$ cat config.mk
export PLATFORM = sky130hd
export DESIGN_NAME = battery_charge_indicator
export DESIGN_NICKNAME = d
export VERILOG_FILES = /design/src/bci_pkg.sv /design/src/bci_mul.sv /design/src/battery_charge_indicator.sv
export SDC_FILE = /design/constraint.sdc
export NUM_CORES = 2
export LEC_CHECK = 0
export BUFFER_PORTS_ARGS = -buffer_cell sky130_fd_sc_hd__buf_4
export CORE_AREA = 4 4 407 409
export CTS_BUF_LIST = sky130_fd_sc_hd__clkbuf_16
export CTS_CLUSTER_DIAMETER = 60
export DETAILED_ROUTE_END_ITERATION = 6
export DIE_AREA = 0 0 411 413
export PLACE_DENSITY_LB_ADDON = 0.05
export SLEW_MARGIN = 15
export SYNTH_ARGS = -nofsm -noshare
export SYNTH_HDL_FRONTEND = slang
export SYNTH_HIERARCHICAL = 1
export SYNTH_SLANG_ARGS = --single-unit
$ cat constraint.sdc
create_clock -name clk -period 12.77 [get_ports clk]
set_clock_uncertainty 0.05 [all_clocks]
set_input_delay 0.6385 -clock clk [delete_from_list [all_inputs] [get_ports clk]]
set_output_delay 0.6385 -clock clk [all_outputs]
set_load 0.01 [all_outputs]
$ cat src/bci_pkg.sv
// ============================================================================
// Battery charge indicator package
// Shared types, fixed-point constants and small helper functions for the
// battery charge indicator and its shared multiplier.
// ============================================================================
package bci_pkg;

    // Field widths
    localparam int AdcBits  = 12;
    localparam int VoltBits = 19;        // Q16 volts with three integer bits
    localparam int TimeBits = 32;

    // Configuration register indexes
    localparam logic [2:0] CFG_UPDATE_INTERVAL = 3'd0;
    localparam logic [2:0] CFG_INSTANT_RISE    = 3'd1;
    localparam logic [2:0] CFG_CUMULATIVE_RISE = 3'd2;
    localparam logic [2:0] CFG_FULL_VOLTAGE    = 3'd3;
    localparam logic [2:0] CFG_CLEAR_VOLTAGE   = 3'd4;
    localparam logic [2:0] CFG_INSTANT_HOLD    = 3'd5;
    localparam logic [2:0] CFG_CUMULATIVE_HOLD = 3'd6;
    localparam logic [2:0] CFG_REFERENCE_WIN   = 3'd7;

    // Divider scale 6.6 V full range in Q16, and the converter full-scale code
    localparam logic [18:0] DIV_SCALE  = 19'd432538;
    localparam logic [30:0] ADC_FULL   = 31'd4095;

    // Division by 4095 as a multiply by floor(2^43 / 4095) plus one correction
    localparam int          VoltRecipShift = 43;
    localparam logic [31:0] VOLT_RECIP = 32'(((64'd1 << VoltRecipShift)) / 64'd4095);

    // Division by 100 as a multiply by floor(2^32 / 100) plus one correction
    localparam int          FiltRecipShift = 32;
    localparam logic [31:0] FILT_RECIP = 32'(((64'd1 << FiltRecipShift)) / 64'd100);
    localparam logic [25:0] FILT_DIVISOR = 26'd100;
    localparam logic [25:0] FILT_ROUND   = 26'd50;
    localparam logic [31:0] FILT_OLD_WEIGHT = 32'd85;
    localparam logic [31:0] FILT_NEW_WEIGHT = 32'd15;

    // Reference drop margin of 0.01 V and the level window 3.30 V to 4.20 V
    localparam logic [19:0] DROP_MARGIN = 20'd655;
    localparam logic [18:0] LEVEL_MIN   = 19'd216269;
    localparam logic [18:0] LEVEL_MAX   = 19'd275251;
    localparam logic [15:0] LEVEL_SPAN  = 16'd58982;

    // Sequencer states
    typedef enum logic [3:0] {
        ST_IDLE,
        ST_SCALE,
        ST_RECIP,
        ST_VOLTS,
        ST_MUL_V,
        ST_SUM,
        ST_RECIP_F,
        ST_FILT,
        ST_RULES_A,
        ST_RULES_B
    } state_t;

    // One input transaction
    typedef struct packed {
        logic [AdcBits-1:0]  adc_code;
        logic [TimeBits-1:0] now_ms;
    } in_item_t;

    // One result transaction
    typedef struct packed {
        logic [VoltBits-1:0] filtered_voltage;
        logic                charging;
        logic [3:0]          level_tenths;
        logic [2:0]          icon_step;
    } out_item_t;

    // Request to the shared multiplier
    typedef struct packed {
        logic        en;
        logic [31:0] a;
        logic [31:0] b;
    } mul_req_t;

    // Rounded charge level in tenths: level >= k when 20*d >= (2k-1)*span.
    function automatic logic [3:0] level_of(input logic [VoltBits-1:0] v);
        logic [15:0] d;
        logic [20:0] d20;
        logic [3:0]  lvl;
        if (v < LEVEL_MIN) begin
            d = 16'd0;
        end else if (v > LEVEL_MAX) begin
            d = LEVEL_SPAN;
        end else begin
            d = 16'(v - LEVEL_MIN);
        end
        d20 = {1'b0, d, 4'b0} + {3'b0, d, 2'b0};
        lvl = 4'd0;
        for (int k = 1; k <= 10; k++) begin
            if (d20 >= 21'((2 * k - 1) * int'(LEVEL_SPAN))) begin
                lvl = 4'(k);
            end
        end
        return lvl;
    endfunction

    // Five-step battery icon from the level.
    function automatic logic [2:0] icon_of(input logic [3:0] lvl);
        logic [2:0] icon;
        if (lvl >= 4'd8) begin
            icon = 3'd4;
        end else if (lvl >= 4'd5) begin
            icon = 3'd3;
        end else if (lvl >= 4'd3) begin
            icon = 3'd2;
        end else if (lvl >= 4'd1) begin
            icon = 3'd1;
        end else begin
            icon = 3'd0;
        end
        return icon;
    endfunction

endpackage

$ cat src/bci_mul.sv
// ============================================================================
// Battery charge indicator shared multiplier
// One 32 x 32 multiplier with a registered 64-bit product, used in turn by
// the scaling, reciprocal and filter-weight steps of the sequencer.
// ============================================================================
module bci_mul (
    input  logic              clk,
    input  bci_pkg::mul_req_t req,
    output logic [63:0]       prod
);

    logic [63:0] prod_reg;

    // Product is registered so the step after the request sees it.
    always_ff @(posedge clk)
    begin
        if (req.en)
        begin
            prod_reg <= {32'b0, req.a} * {32'b0, req.b};
        end
    end

    assign prod = prod_reg;

endmodule

$ cat src/battery_charge_indicator.sv
// ============================================================================
// Battery charge indicator
// Filters battery converter samples to Q16 volts, tracks charging by rise
// and full-voltage rules with hold timers, and reports level and icon.
// ============================================================================
// A sample runs through every state (the seeding one skips the filter steps, a
// dropped one leaves after scaling) and is taken only while idle; its result
// waits while the output stalls. A filtered one makes five passes through the
// single shared 32 x 32 multiplier (scale, reciprocal, two weights, reciprocal).
// Reset: asynchronous and active low; control and configuration registers
// return to their defaults and the filter is unseeded until the next sample.
module battery_charge_indicator (
    input  logic                clk,
    input  logic                rst_n,
    // Input channel
    input  logic                in_valid,
    output logic                in_stall,
    input  bci_pkg::in_item_t   in_data,
    // Output channel
    output logic                out_valid,
    input  logic                out_stall,
    output bci_pkg::out_item_t  out_data,
    // Configuration write port
    input  logic                cfg_write,
    input  logic [2:0]          cfg_index,
    input  logic [18:0]         cfg_data
);

    // Configuration registers
    logic [15:0] update_interval_reg;
    logic [16:0] instant_rise_reg;
    logic [16:0] cumulative_rise_reg;
    logic [18:0] full_voltage_reg;
    logic [18:0] clear_voltage_reg;
    logic [15:0] instant_hold_reg;
    logic [15:0] cumulative_hold_reg;
    logic [15:0] reference_win_reg;

    // Sequencer and persistent state
    bci_pkg::state_t state_reg, state_next;
    logic        seeded_reg, seeded_next;
    logic [31:0] last_time_reg, last_time_next;
    logic [18:0] filt_reg, filt_next;
    logic [18:0] prior_reg, prior_next;
    logic [18:0] ref_reg, ref_next;
    logic [31:0] ref_time_reg, ref_time_next;
    logic [31:0] hold_reg, hold_next;
    logic        flag_reg, flag_next;
    logic        out_valid_reg, out_valid_next;

    // Working registers for one transaction
    logic [11:0] code_reg, code_next;
    logic [31:0] now_reg, now_next;
    logic [30:0] num_reg, num_next;
    logic [18:0] volts_reg, volts_next;
    logic [25:0] acc_reg, acc_next;
    bci_pkg::out_item_t out_data_reg, out_data_next;

    // Shared multiplier
    bci_pkg::mul_req_t mul_req;
    logic [63:0]       prod;

    // Combinational helpers
    logic [31:0] since_last;
    logic [18:0] q_volts;
    logic [30:0] r_volts;
    logic [18:0] volts_val;
    logic [18:0] q_filt;
    logic [25:0] r_filt;
    logic [20:0] delta;
    logic        instant_hit;
    logic        drop_hit;
    logic [18:0] ref_a;
    logic [31:0] ref_time_a;
    logic [31:0] age;
    logic        window_hit;
    logic [20:0] rise;
    logic        cum_hit;
    logic        flag_b;
    logic [31:0] hold_b;
    logic [31:0] hold_left;
    logic [3:0]  level;
    logic        out_free;

    bci_mul u_mul (
        .clk  (clk),
        .req  (mul_req),
        .prod (prod)
    );

    assign in_stall  = (state_reg != bci_pkg::ST_IDLE);
    assign out_valid = out_valid_reg;
    assign out_data  = out_data_reg;
    assign out_free  = !out_valid_reg || !out_stall;

    // Configuration writes; values are kept modulo their register width.
    always_ff @(posedge clk or negedge rst_n)
    begin
        if (!rst_n)
        begin
            update_interval_reg <= 16'd1000;
            instant_rise_reg    <= 17'd655;
            cumulative_rise_reg <= 17'd5243;
            full_voltage_reg    <= 19'd270008;
            clear_voltage_reg   <= 19'd265421;
            instant_hold_reg    <= 16'd8000;
            cumulative_hold_reg <= 16'd12000;
            reference_win_reg   <= 16'd5000;
        end
        else if (cfg_write)
        begin
            case (cfg_index)
                bci_pkg::CFG_UPDATE_INTERVAL: update_interval_reg <= cfg_data[15:0];
                bci_pkg::CFG_INSTANT_RISE:    instant_rise_reg    <= cfg_data[16:0];
                bci_pkg::CFG_CUMULATIVE_RISE: cumulative_rise_reg <= cfg_data[16:0];
                bci_pkg::CFG_FULL_VOLTAGE:    full_voltage_reg    <= cfg_data;
                bci_pkg::CFG_CLEAR_VOLTAGE:   clear_voltage_reg   <= cfg_data;
                bci_pkg::CFG_INSTANT_HOLD:    instant_hold_reg    <= cfg_data[15:0];
                bci_pkg::CFG_CUMULATIVE_HOLD: cumulative_hold_reg <= cfg_data[15:0];
                bci_pkg::CFG_REFERENCE_WIN:   reference_win_reg   <= cfg_data[15:0];
                default: ;
            endcase
        end
    end

    // Control and persistent state registers
    always_ff @(posedge clk or negedge rst_n)
    begin
        if (!rst_n)
        begin
            state_reg     <= bci_pkg::ST_IDLE;
            seeded_reg    <= 1'b0;
            last_time_reg <= 32'd0;
            filt_reg      <= 19'd0;
            prior_reg     <= 19'd0;
            ref_reg       <= 19'd0;
            ref_time_reg  <= 32'd0;
            hold_reg      <= 32'd0;
            flag_reg      <= 1'b0;
            out_valid_reg <= 1'b0;
        end
        else
        begin
            state_reg     <= state_next;
            seeded_reg    <= seeded_next;
            last_time_reg <= last_time_next;
            filt_reg      <= filt_next;
            prior_reg     <= prior_next;
            ref_reg       <= ref_next;
            ref_time_reg  <= ref_time_next;
            hold_reg      <= hold_next;
            flag_reg      <= flag_next;
            out_valid_reg <= out_valid_next;
        end
    end

    // Working registers carry payload only and need no reset.
    always_ff @(posedge clk)
    begin
        code_reg     <= code_next;
        now_reg      <= now_next;
        num_reg      <= num_next;
        volts_reg    <= volts_next;
        acc_reg      <= acc_next;
        out_data_reg <= out_data_next;
    end

    // Arithmetic shared by the steps.
    always_comb
    begin
        since_last = now_reg - last_time_reg;

        // Quotient by 4095 is exact or one short; one compare fixes it.
        q_volts   = prod[bci_pkg::VoltRecipShift +: 19];
        r_volts   = num_reg - ({q_volts, 12'b0} - {12'b0, q_volts});
        volts_val = q_volts + {18'b0, (r_volts >= bci_pkg::ADC_FULL)};

        // Quotient by 100, with the same single correction.
        q_filt = prod[bci_pkg::FiltRecipShift +: 19];
        r_filt = acc_reg - ({1'b0, q_filt, 6'b0} + {2'b0, q_filt, 5'b0} + {5'b0, q_filt, 2'b0});

        // Instant rise, reference drop and reference window.
        delta       = {2'b0, filt_reg} - {2'b0, prior_reg};
        instant_hit = $signed(delta) >= $signed({4'b0, instant_rise_reg});
        drop_hit    = ({1'b0, filt_reg} + bci_pkg::DROP_MARGIN) < {1'b0, ref_reg};
        ref_a       = drop_hit ? filt_reg : ref_reg;
        ref_time_a  = drop_hit ? now_reg : ref_time_reg;
        age         = now_reg - ref_time_a;
        window_hit  = $signed({age[31], age}) > $signed({17'b0, reference_win_reg});

        // Cumulative rise, full voltage and expiry of the hold.
        rise      = {2'b0, filt_reg} - {2'b0, ref_reg};
        cum_hit   = $signed(rise) >= $signed({4'b0, cumulative_rise_reg});
        hold_b    = cum_hit ? (now_reg + {16'b0, cumulative_hold_reg}) : hold_reg;
        hold_left = now_reg - hold_b;
        flag_b    = flag_reg || cum_hit || (filt_reg >= full_voltage_reg);
        if (flag_b && !hold_left[31] && (filt_reg <= clear_voltage_reg))
        begin
            flag_b = 1'b0;
        end
        level = bci_pkg::level_of(filt_reg);
    end

    // Sequencer: next state, register updates and multiplier requests.
    always_comb
    begin
        state_next     = state_reg;
        seeded_next    = seeded_reg;
        last_time_next = last_time_reg;
        filt_next      = filt_reg;
        prior_next     = prior_reg;
        ref_next       = ref_reg;
        ref_time_next  = ref_time_reg;
        hold_next      = hold_reg;
        flag_next      = flag_reg;
        code_next      = code_reg;
        now_next       = now_reg;
        num_next       = num_reg;
        volts_next     = volts_reg;
        acc_next       = acc_reg;
        out_data_next  = out_data_reg;
        out_valid_next = out_valid_reg && out_stall;
        mul_req        = '0;

        case (state_reg)
            bci_pkg::ST_IDLE:
            begin
                if (in_valid)
                begin
                    code_next  = in_data.adc_code;
                    now_next   = in_data.now_ms;
                    state_next = bci_pkg::ST_SCALE;
                end
            end

            bci_pkg::ST_SCALE:
            begin
                // Samples inside the update interval are dropped once seeded.
                if (seeded_reg && (since_last < {16'b0, update_interval_reg}))
                begin
                    state_next = bci_pkg::ST_IDLE;
                end
                else
                begin
                    last_time_next = now_reg;
                    mul_req.en     = 1'b1;
                    mul_req.a      = {20'b0, code_reg};
                    mul_req.b      = {13'b0, bci_pkg::DIV_SCALE};
                    state_next     = bci_pkg::ST_RECIP;
                end
            end

            bci_pkg::ST_RECIP:
            begin
                num_next   = prod[30:0];
                mul_req.en = 1'b1;
                mul_req.a  = {1'b0, prod[30:0]};
                mul_req.b  = bci_pkg::VOLT_RECIP;
                state_next = bci_pkg::ST_VOLTS;
            end

            bci_pkg::ST_VOLTS:
            begin
                if (!seeded_reg)
                begin
                    // The first sample seeds the filter and the trackers.
                    filt_next     = volts_val;
                    prior_next    = volts_val;
                    ref_next      = volts_val;
                    ref_time_next = now_reg;
                    hold_next     = now_reg;
                    flag_next     = 1'b0;
                    seeded_next   = 1'b1;
                    state_next    = bci_pkg::ST_RULES_A;
                end
                else
                begin
                    volts_next = volts_val;
                    mul_req.en = 1'b1;
                    mul_req.a  = {13'b0, filt_reg};
                    mul_req.b  = bci_pkg::FILT_OLD_WEIGHT;
                    state_next = bci_pkg::ST_MUL_V;
                end
            end

            bci_pkg::ST_MUL_V:
            begin
                acc_next   = prod[25:0] + bci_pkg::FILT_ROUND;
                mul_req.en = 1'b1;
                mul_req.a  = {13'b0, volts_reg};
                mul_req.b  = bci_pkg::FILT_NEW_WEIGHT;
                state_next = bci_pkg::ST_SUM;
            end

            bci_pkg::ST_SUM:
            begin
                acc_next   = acc_reg + prod[25:0];
                state_next = bci_pkg::ST_RECIP_F;
            end

            bci_pkg::ST_RECIP_F:
            begin
                mul_req.en = 1'b1;
                mul_req.a  = {6'b0, acc_reg};
                mul_req.b  = bci_pkg::FILT_RECIP;
                state_next = bci_pkg::ST_FILT;
            end

            bci_pkg::ST_FILT:
            begin
                filt_next  = q_filt + {18'b0, (r_filt >= bci_pkg::FILT_DIVISOR)};
                state_next = bci_pkg::ST_RULES_A;
            end

            bci_pkg::ST_RULES_A:
            begin
                prior_next = filt_reg;
                if (instant_hit)
                begin
                    flag_next = 1'b1;
                    hold_next = now_reg + {16'b0, instant_hold_reg};
                end
                if (window_hit)
                begin
                    ref_next      = filt_reg;
                    ref_time_next = now_reg;
                end
                else
                begin
                    ref_next      = ref_a;
                    ref_time_next = ref_time_a;
                end
                state_next = bci_pkg::ST_RULES_B;
            end

            bci_pkg::ST_RULES_B:
            begin
                // Commit only when the output register can take the result.
                if (out_free)
                begin
                    flag_next = flag_b;
                    hold_next = hold_b;
                    if (cum_hit)
                    begin
                        ref_next      = filt_reg;
                        ref_time_next = now_reg;
                    end
                    out_data_next.filtered_voltage = filt_reg;
                    out_data_next.charging         = flag_b;
                    out_data_next.level_tenths     = level;
                    out_data_next.icon_step        = bci_pkg::icon_of(level);
                    out_valid_next = 1'b1;
                    state_next     = bci_pkg::ST_IDLE;
                end
            end

            default:
            begin
                state_next = bci_pkg::ST_IDLE;
            end
        endcase
    end

    // An accepted transaction always starts the scaling step.
    assert property (@(posedge clk) disable iff (!rst_n)
        (in_valid && !in_stall) |=> (state_reg == bci_pkg::ST_SCALE))
        else $error("accepted transaction did not start processing");

    // Once seeded the filter stays seeded until reset.
    assert property (@(posedge clk) disable iff (!rst_n)
        !$fell(seeded_reg))
        else $error("seeded flag fell without reset");

    // Every result carries a voltage in range and a level within tenths.
    assert property (@(posedge clk) disable iff (!rst_n)
        out_valid |-> ((out_data.filtered_voltage <= bci_pkg::DIV_SCALE) &&
                       (out_data.level_tenths <= 4'd10)))
        else $error("result voltage or level out of range");

    // The top icon step agrees with the level it was derived from.
    assert property (@(posedge clk) disable iff (!rst_n)
        out_valid |-> ((out_data.icon_step == 3'd4) == (out_data.level_tenths >= 4'd8)))
        else $error("icon step disagrees with level");

endmodule
# After elaboration in Yosys (flattened, before gate mapping)
# Index checks and enable logic that the tools add are counted.
[totals]
regBits = 505
inputBits = 71
word_cells = 180
[classes]
mux = 49
mul = 1
n_addsub = 19
reduce_logical = 35
eq_ne = 22
bitwise = 1
order_cmp = 25
[op_table]
columns = ["cell", "n"]
rows = [
  ["65-bit case mux with 5 select lines", 1],
  ["32-bit two-way mux", 8],
  ["32-bit case mux with 3 select lines", 2],
  ["65-bit two-way mux", 2],
  ["21-bit by 20-bit greater-or-equal comparator with 1-bit output (second input constant)", 5],
  ["32-bit subtractor", 3],
  ["19-bit two-way mux", 5],
  ["19-bit case mux with 2 select lines", 2],
  ["32-bit by 16-bit adder with 32-bit output", 2],
  ["32-bit by 32-bit multiplier with 62-bit output", 1],
  ["19-bit case mux with 3 select lines", 1],
  ["26-bit case mux with 2 select lines", 1],
  ["4-bit two-way mux", 12],
  ["21-bit by 19-bit greater-or-equal comparator with 1-bit output (second input constant)", 2],
  ["20-bit by 18-bit greater-or-equal comparator with 1-bit output", 2],
  ["4-bit case mux with 10 select lines", 1],
  ["19-bit by 19-bit subtractor with 20-bit output", 2],
  ["19-bit by 1-bit adder with 19-bit output", 2],
  ["32-bit by 17-bit greater-than comparator with 1-bit output", 1],
  ["32-bit by 16-bit less-than comparator with 1-bit output", 1],
  ["16-bit two-way mux", 2],
  ["31-bit by 12-bit greater-or-equal comparator with 1-bit output (second input constant)", 1],
  ["31-bit by 19-bit subtractor with 31-bit output", 1],
  ["31-bit subtractor", 1],
  ["other kinds (45)", 91],
]

# Longest topological paths before layout
[logic_depth]
word_depth = 19
mapped_depth = 53

# By module
# The synthesis kept the hierarchy.
[by_module_without_submodules]
columns = ["module", "seq_area_each_um2", "instances", "area_each_um2", "cells_each"]
rows = [
  ["battery_charge_indicator", 11890.2, 1, 37169.4, 4130],
  ["bci_mul", 1921.8, 1, 35243.8, 3752],
]

# Worst setup path after synthesis
# No wires, ideal clock.
[synth_path]
path_kind = "register to register"
start = "reg now_reg[0]"
end = "reg u_mul.prod_reg[60], in the netlist u_mul/prod[60] (data pin)"
path_stages_with_launch = 49
path_slack_ps = 1155
t_required_ps = 12450
arrival_time_ps = 11295
cell_sequence = "edfxtp_1 -> inv_1 -> ha_1 -> inv_1 -> fa_1 -> a21o_1 -> a21o_1 -> a21oi_1 -> o21ai_0 -> a311oi_1 -> o21bai_1 -> xor2_1 -> ha_1 -> a21oi_1 -> nand4b_1 -> a2111oi_0 -> o311ai_0 -> nor4_1 -> (+13 left out) -> inv_1 -> fa_1 -> inv_1 -> fa_1 -> inv_1 -> fa_1 -> fa_1 -> inv_1 -> fa_1 -> inv_1 -> ha_1 -> clkbuf_1 -> nand4_1 -> or4_1 -> o21ai_2 -> a21boi_1 -> o41ai_2 -> xor2_1"
[synth_rtl]
columns = ["item", "line_no", "rtl"]
rows = [
  ["start, declared", "battery_charge_indicator.sv:53", "logic [31:0] now_reg, now_next;"],
  ["start signal, assigned", "battery_charge_indicator.sv:161", "now_reg <= now_next;"],
  ["end signal, assigned", "bci_mul.sv:19", "prod_reg <= {32'b0, req.a} * {32'b0, req.b};"],
  ["end, declared", "bci_mul.sv:12", "logic [63:0] prod_reg;"],
]

==> results.rst <==
.. list-table::
   :header-rows: 1

   * - Metric
     - Value
   * - Period utilization
     - 94.4%
   * - Highest fanout seen on the critical path
     - 75
   * - Post-detail-place hpwl
     - 179 mm
   * - Buffers on Ports
     - 99
   * - Synthesized instance count
     - 7851
   * - Mean area per synthesized cell
     - 9.18 µm²
   * - Aggregate global-route resource usage
     - 27.1%
   * - Max-cap check violation count
     - 0
   * - Hold Path Cell Cnt
     - 1
   * - Buffer levels on the longest clock path
     - 3
   * - CP startpoint kind
     - flop
   * - Unrepaired setup endpoints after global routing
     - false
   * - First-pass GRT wire length
     - 354 mm
   * - Boundary pin count
     - 100
   * - Netlist Area Pre-Place
     - 0.0721 mm²
   * - Number of clock sinks
     - 504
   * - Net count of the finished layout
     - 9556
   * - Detailed-routing iteration count for the pre-antenna-repair pass
     - 6
   * - Critical path type
     - reg2reg
   * - Slew at the pin closest to its max-slew limit
     - 1.29 ns
   * - CP Data Arrival Time
     - 12.40 ns
   * - Number of fill cells in the layout
     - 15593
   * - Delay of the slowest critical-path stage
     - 0.57 ns
   * - Wire length per cell
     - 22.5 µm
   * - Antenna violations before repair
     - 15
   * - Maximum level of the CTS H-tree
     - 2
   * - Hold Crit Start
     - in_data[14]
   * - Number of setup violations in the final report
     - 0
   * - Pin count of the biggest net entering global routing
     - 134
   * - Die height
     - 413 µm
   * - Mean number of vias per cell
     - 5.45
   * - Horizontal die dimension
     - 411 µm
   * - TritonCTS clock tree
     - yes
   * - Vias in the first global route
     - 57420
   * - FF-to-FF Start
     - now_reg[0]$_DFFE_PP_
   * - DRT Wirelength
     - 228 mm
   * - Crit. End Element
     - flop
   * - Status
     - complete, no violations
   * - Hold Vio Cnt, Final
     - 0
   * - Clock-pin transition on the worst setup and hold timing paths
     - 0.06 ns
   * - Maximum operating frequency
     - 83.0 MHz
   * - Worst slew margin relative to its limit
     - 14.0%
   * - Worst path required time
     - 13.12 ns
   * - R2r setup slk
     - 0.72 ns
   * - Synthesis warning total
     - 6
   * - Hold worst-path end
     - now_reg[14]$_DFFE_PP_
   * - Placement Rows
     - 148
   * - Area of the die
     - 0.170 mm²
   * - Remaining antenna violation count after routing
     - 0
   * - Area used by sequential logic in the layout
     - 0.0137 mm²
   * - Total clock buffers created by CTS
     - 59
   * - Final critical-path required period
     - 12.05 ns
   * - Footprint of the multi-input gates
     - 0.0527 mm²
   * - Core Region
     - 0.162 mm²
   * - Worst reg2reg path endpoint
     - u_mul/prod[49]$_DFFE_PP_
   * - Starting density of the core
     - 44.5%
   * - Min-delay worst type
     - in2reg
   * - Fin. max-slew vios
     - 0
   * - Remaining global-route overflow
     - 0
   * - Clock tree root buffer cell
     - clkbuf_16
   * - Proportion of layout cells with a drive suffix above 1
     - 8.40%
   * - DRT iter0 DRCs
     - 3573
   * - Final TNS setup
     - 0 ns
   * - Critical Path Slowest Stage Cell
     - fa_1
   * - Number of remaining DRC errors
     - 0
   * - Flip-flop count of the largest register, all copies and words added
     - 61
   * - Area overhead of the layout relative to synthesis
     - 8.27%
   * - Most frequent cell on the critical path
     - fa_1
   * - Weighted congestion reported at the end of routability-driven placement
     - 0.922
   * - Register-to-Register Path Depth
     - 47
   * - Via count
     - 55116
   * - Clock latency reported for the late side of the worst-skew pair
     - 0.69 ns
-- repair_timing --
item | in CTS | in global routing
hold buffers | 1 | 0
setup buffers | 0 | 3
gates resized for setup | 0 | 45
endpoints found under the setup margin | 0 | 33
hold endpoints to repair | 48 | 0
-- per-layer routing --
metal / global-route usage (%) / share of wire [%] / vias up
li1: - / - / 25591
met1: 36.6 / 44 / 27924
met2: 47.2 / 49 / 1326
met3: 2.15 / 4.1 / 271
met4: 6.73 / 2.8 / 4
met5: 0 / 0.014 / -
-- how the worst max path moves through the flow --
stage	slack [ns]	cells after the start	from	to
after global routing	0.002	47	now_reg[0]$_DFFE_PP_	u_mul/prod[56]$_DFFE_PP_
after global placement	0.39	47	now_reg[0]$_DFFE_PP_	u_mul/prod[42]$_DFFE_PP_
final	0.72	47	now_reg[0]$_DFFE_PP_	u_mul/prod[49]$_DFFE_PP_
after CTS	0.24	47	now_reg[0]$_DFFE_PP_	u_mul/prod[42]$_DFFE_PP_
after floorplan	1.15	48	now_reg[0]$_DFFE_PP_	u_mul/prod[60]$_DFFE_PP_
after detailed placement	0.32	47	now_reg[0]$_DFFE_PP_	u_mul/prod[42]$_DFFE_PP_
-- cell type report --
class                   instances  area share [%]
clock buffers                  64            2.05
repair buffers                277            2.87
inverters                    1245            5.99
flip-flops and latches        504            17.6
clock inverters                48           0.487
well taps                    2175            3.49
multi-input cells            5793            67.5
diodes                          4          0.0128
-- through the flow --
step	utilization (%)	std cells	setup slack (ns)	hold WS (ns)	cell area, µm²
after floorplan	-	7910	1.15	0.293	72300
after global placement	46.8	9990	0.391	0.389	75900
after detailed placement	46.8	9990	0.319	0.382	75900
after CTS	48.0	10103	0.241	0.0233	77900
after global routing	48.2	10106	0.00157	0.0414	78000
final	48.2	10110	0.718	0.0708	78000
-- cell usage in the layout (no fill, tap or decap), types with 52 or more instances in the layout --
master / instances
a21oi_1: 359
nor2_1: 307
o21ai_0: 310
conb_1: 60
mux2_2: 107
mux2i_1: 85
a21o_1: 120
clkbuf_16: 64
nand4_1: 77
fa_1: 942
xnor2_1: 197
dfstp_2: 55
inv_1: 1260
dfrtp_1: 241
ha_1: 657
and2_1: 619
nor3_1: 69
nand2b_1: 60
nand2_1: 823
xor2_1: 125
nor2b_1: 56
edfxtp_1: 208
nand3_1: 101
o21a_1: 52
buf_4: 262
-- worst max-delay path, delay by kind of cell, from the launching register on --
| family | cells | cell delay, ns |
|---|---|---|
| AO/OA/AOI/OAI | 21 | 3.77 |
| XOR/XNOR | 2 | 0.34 |
| adder cells (fa/ha/maj) | 12 | 5.14 |
| buffers and inverters | 7 | 0.85 |
| flip-flops | 1 | 0.39 |
| AND/OR/NAND/NOR | 5 | 1.13 |
Power is not shown: default switching activity piles up to over one toggle a cycle in this logic, so the estimate is an artifact.
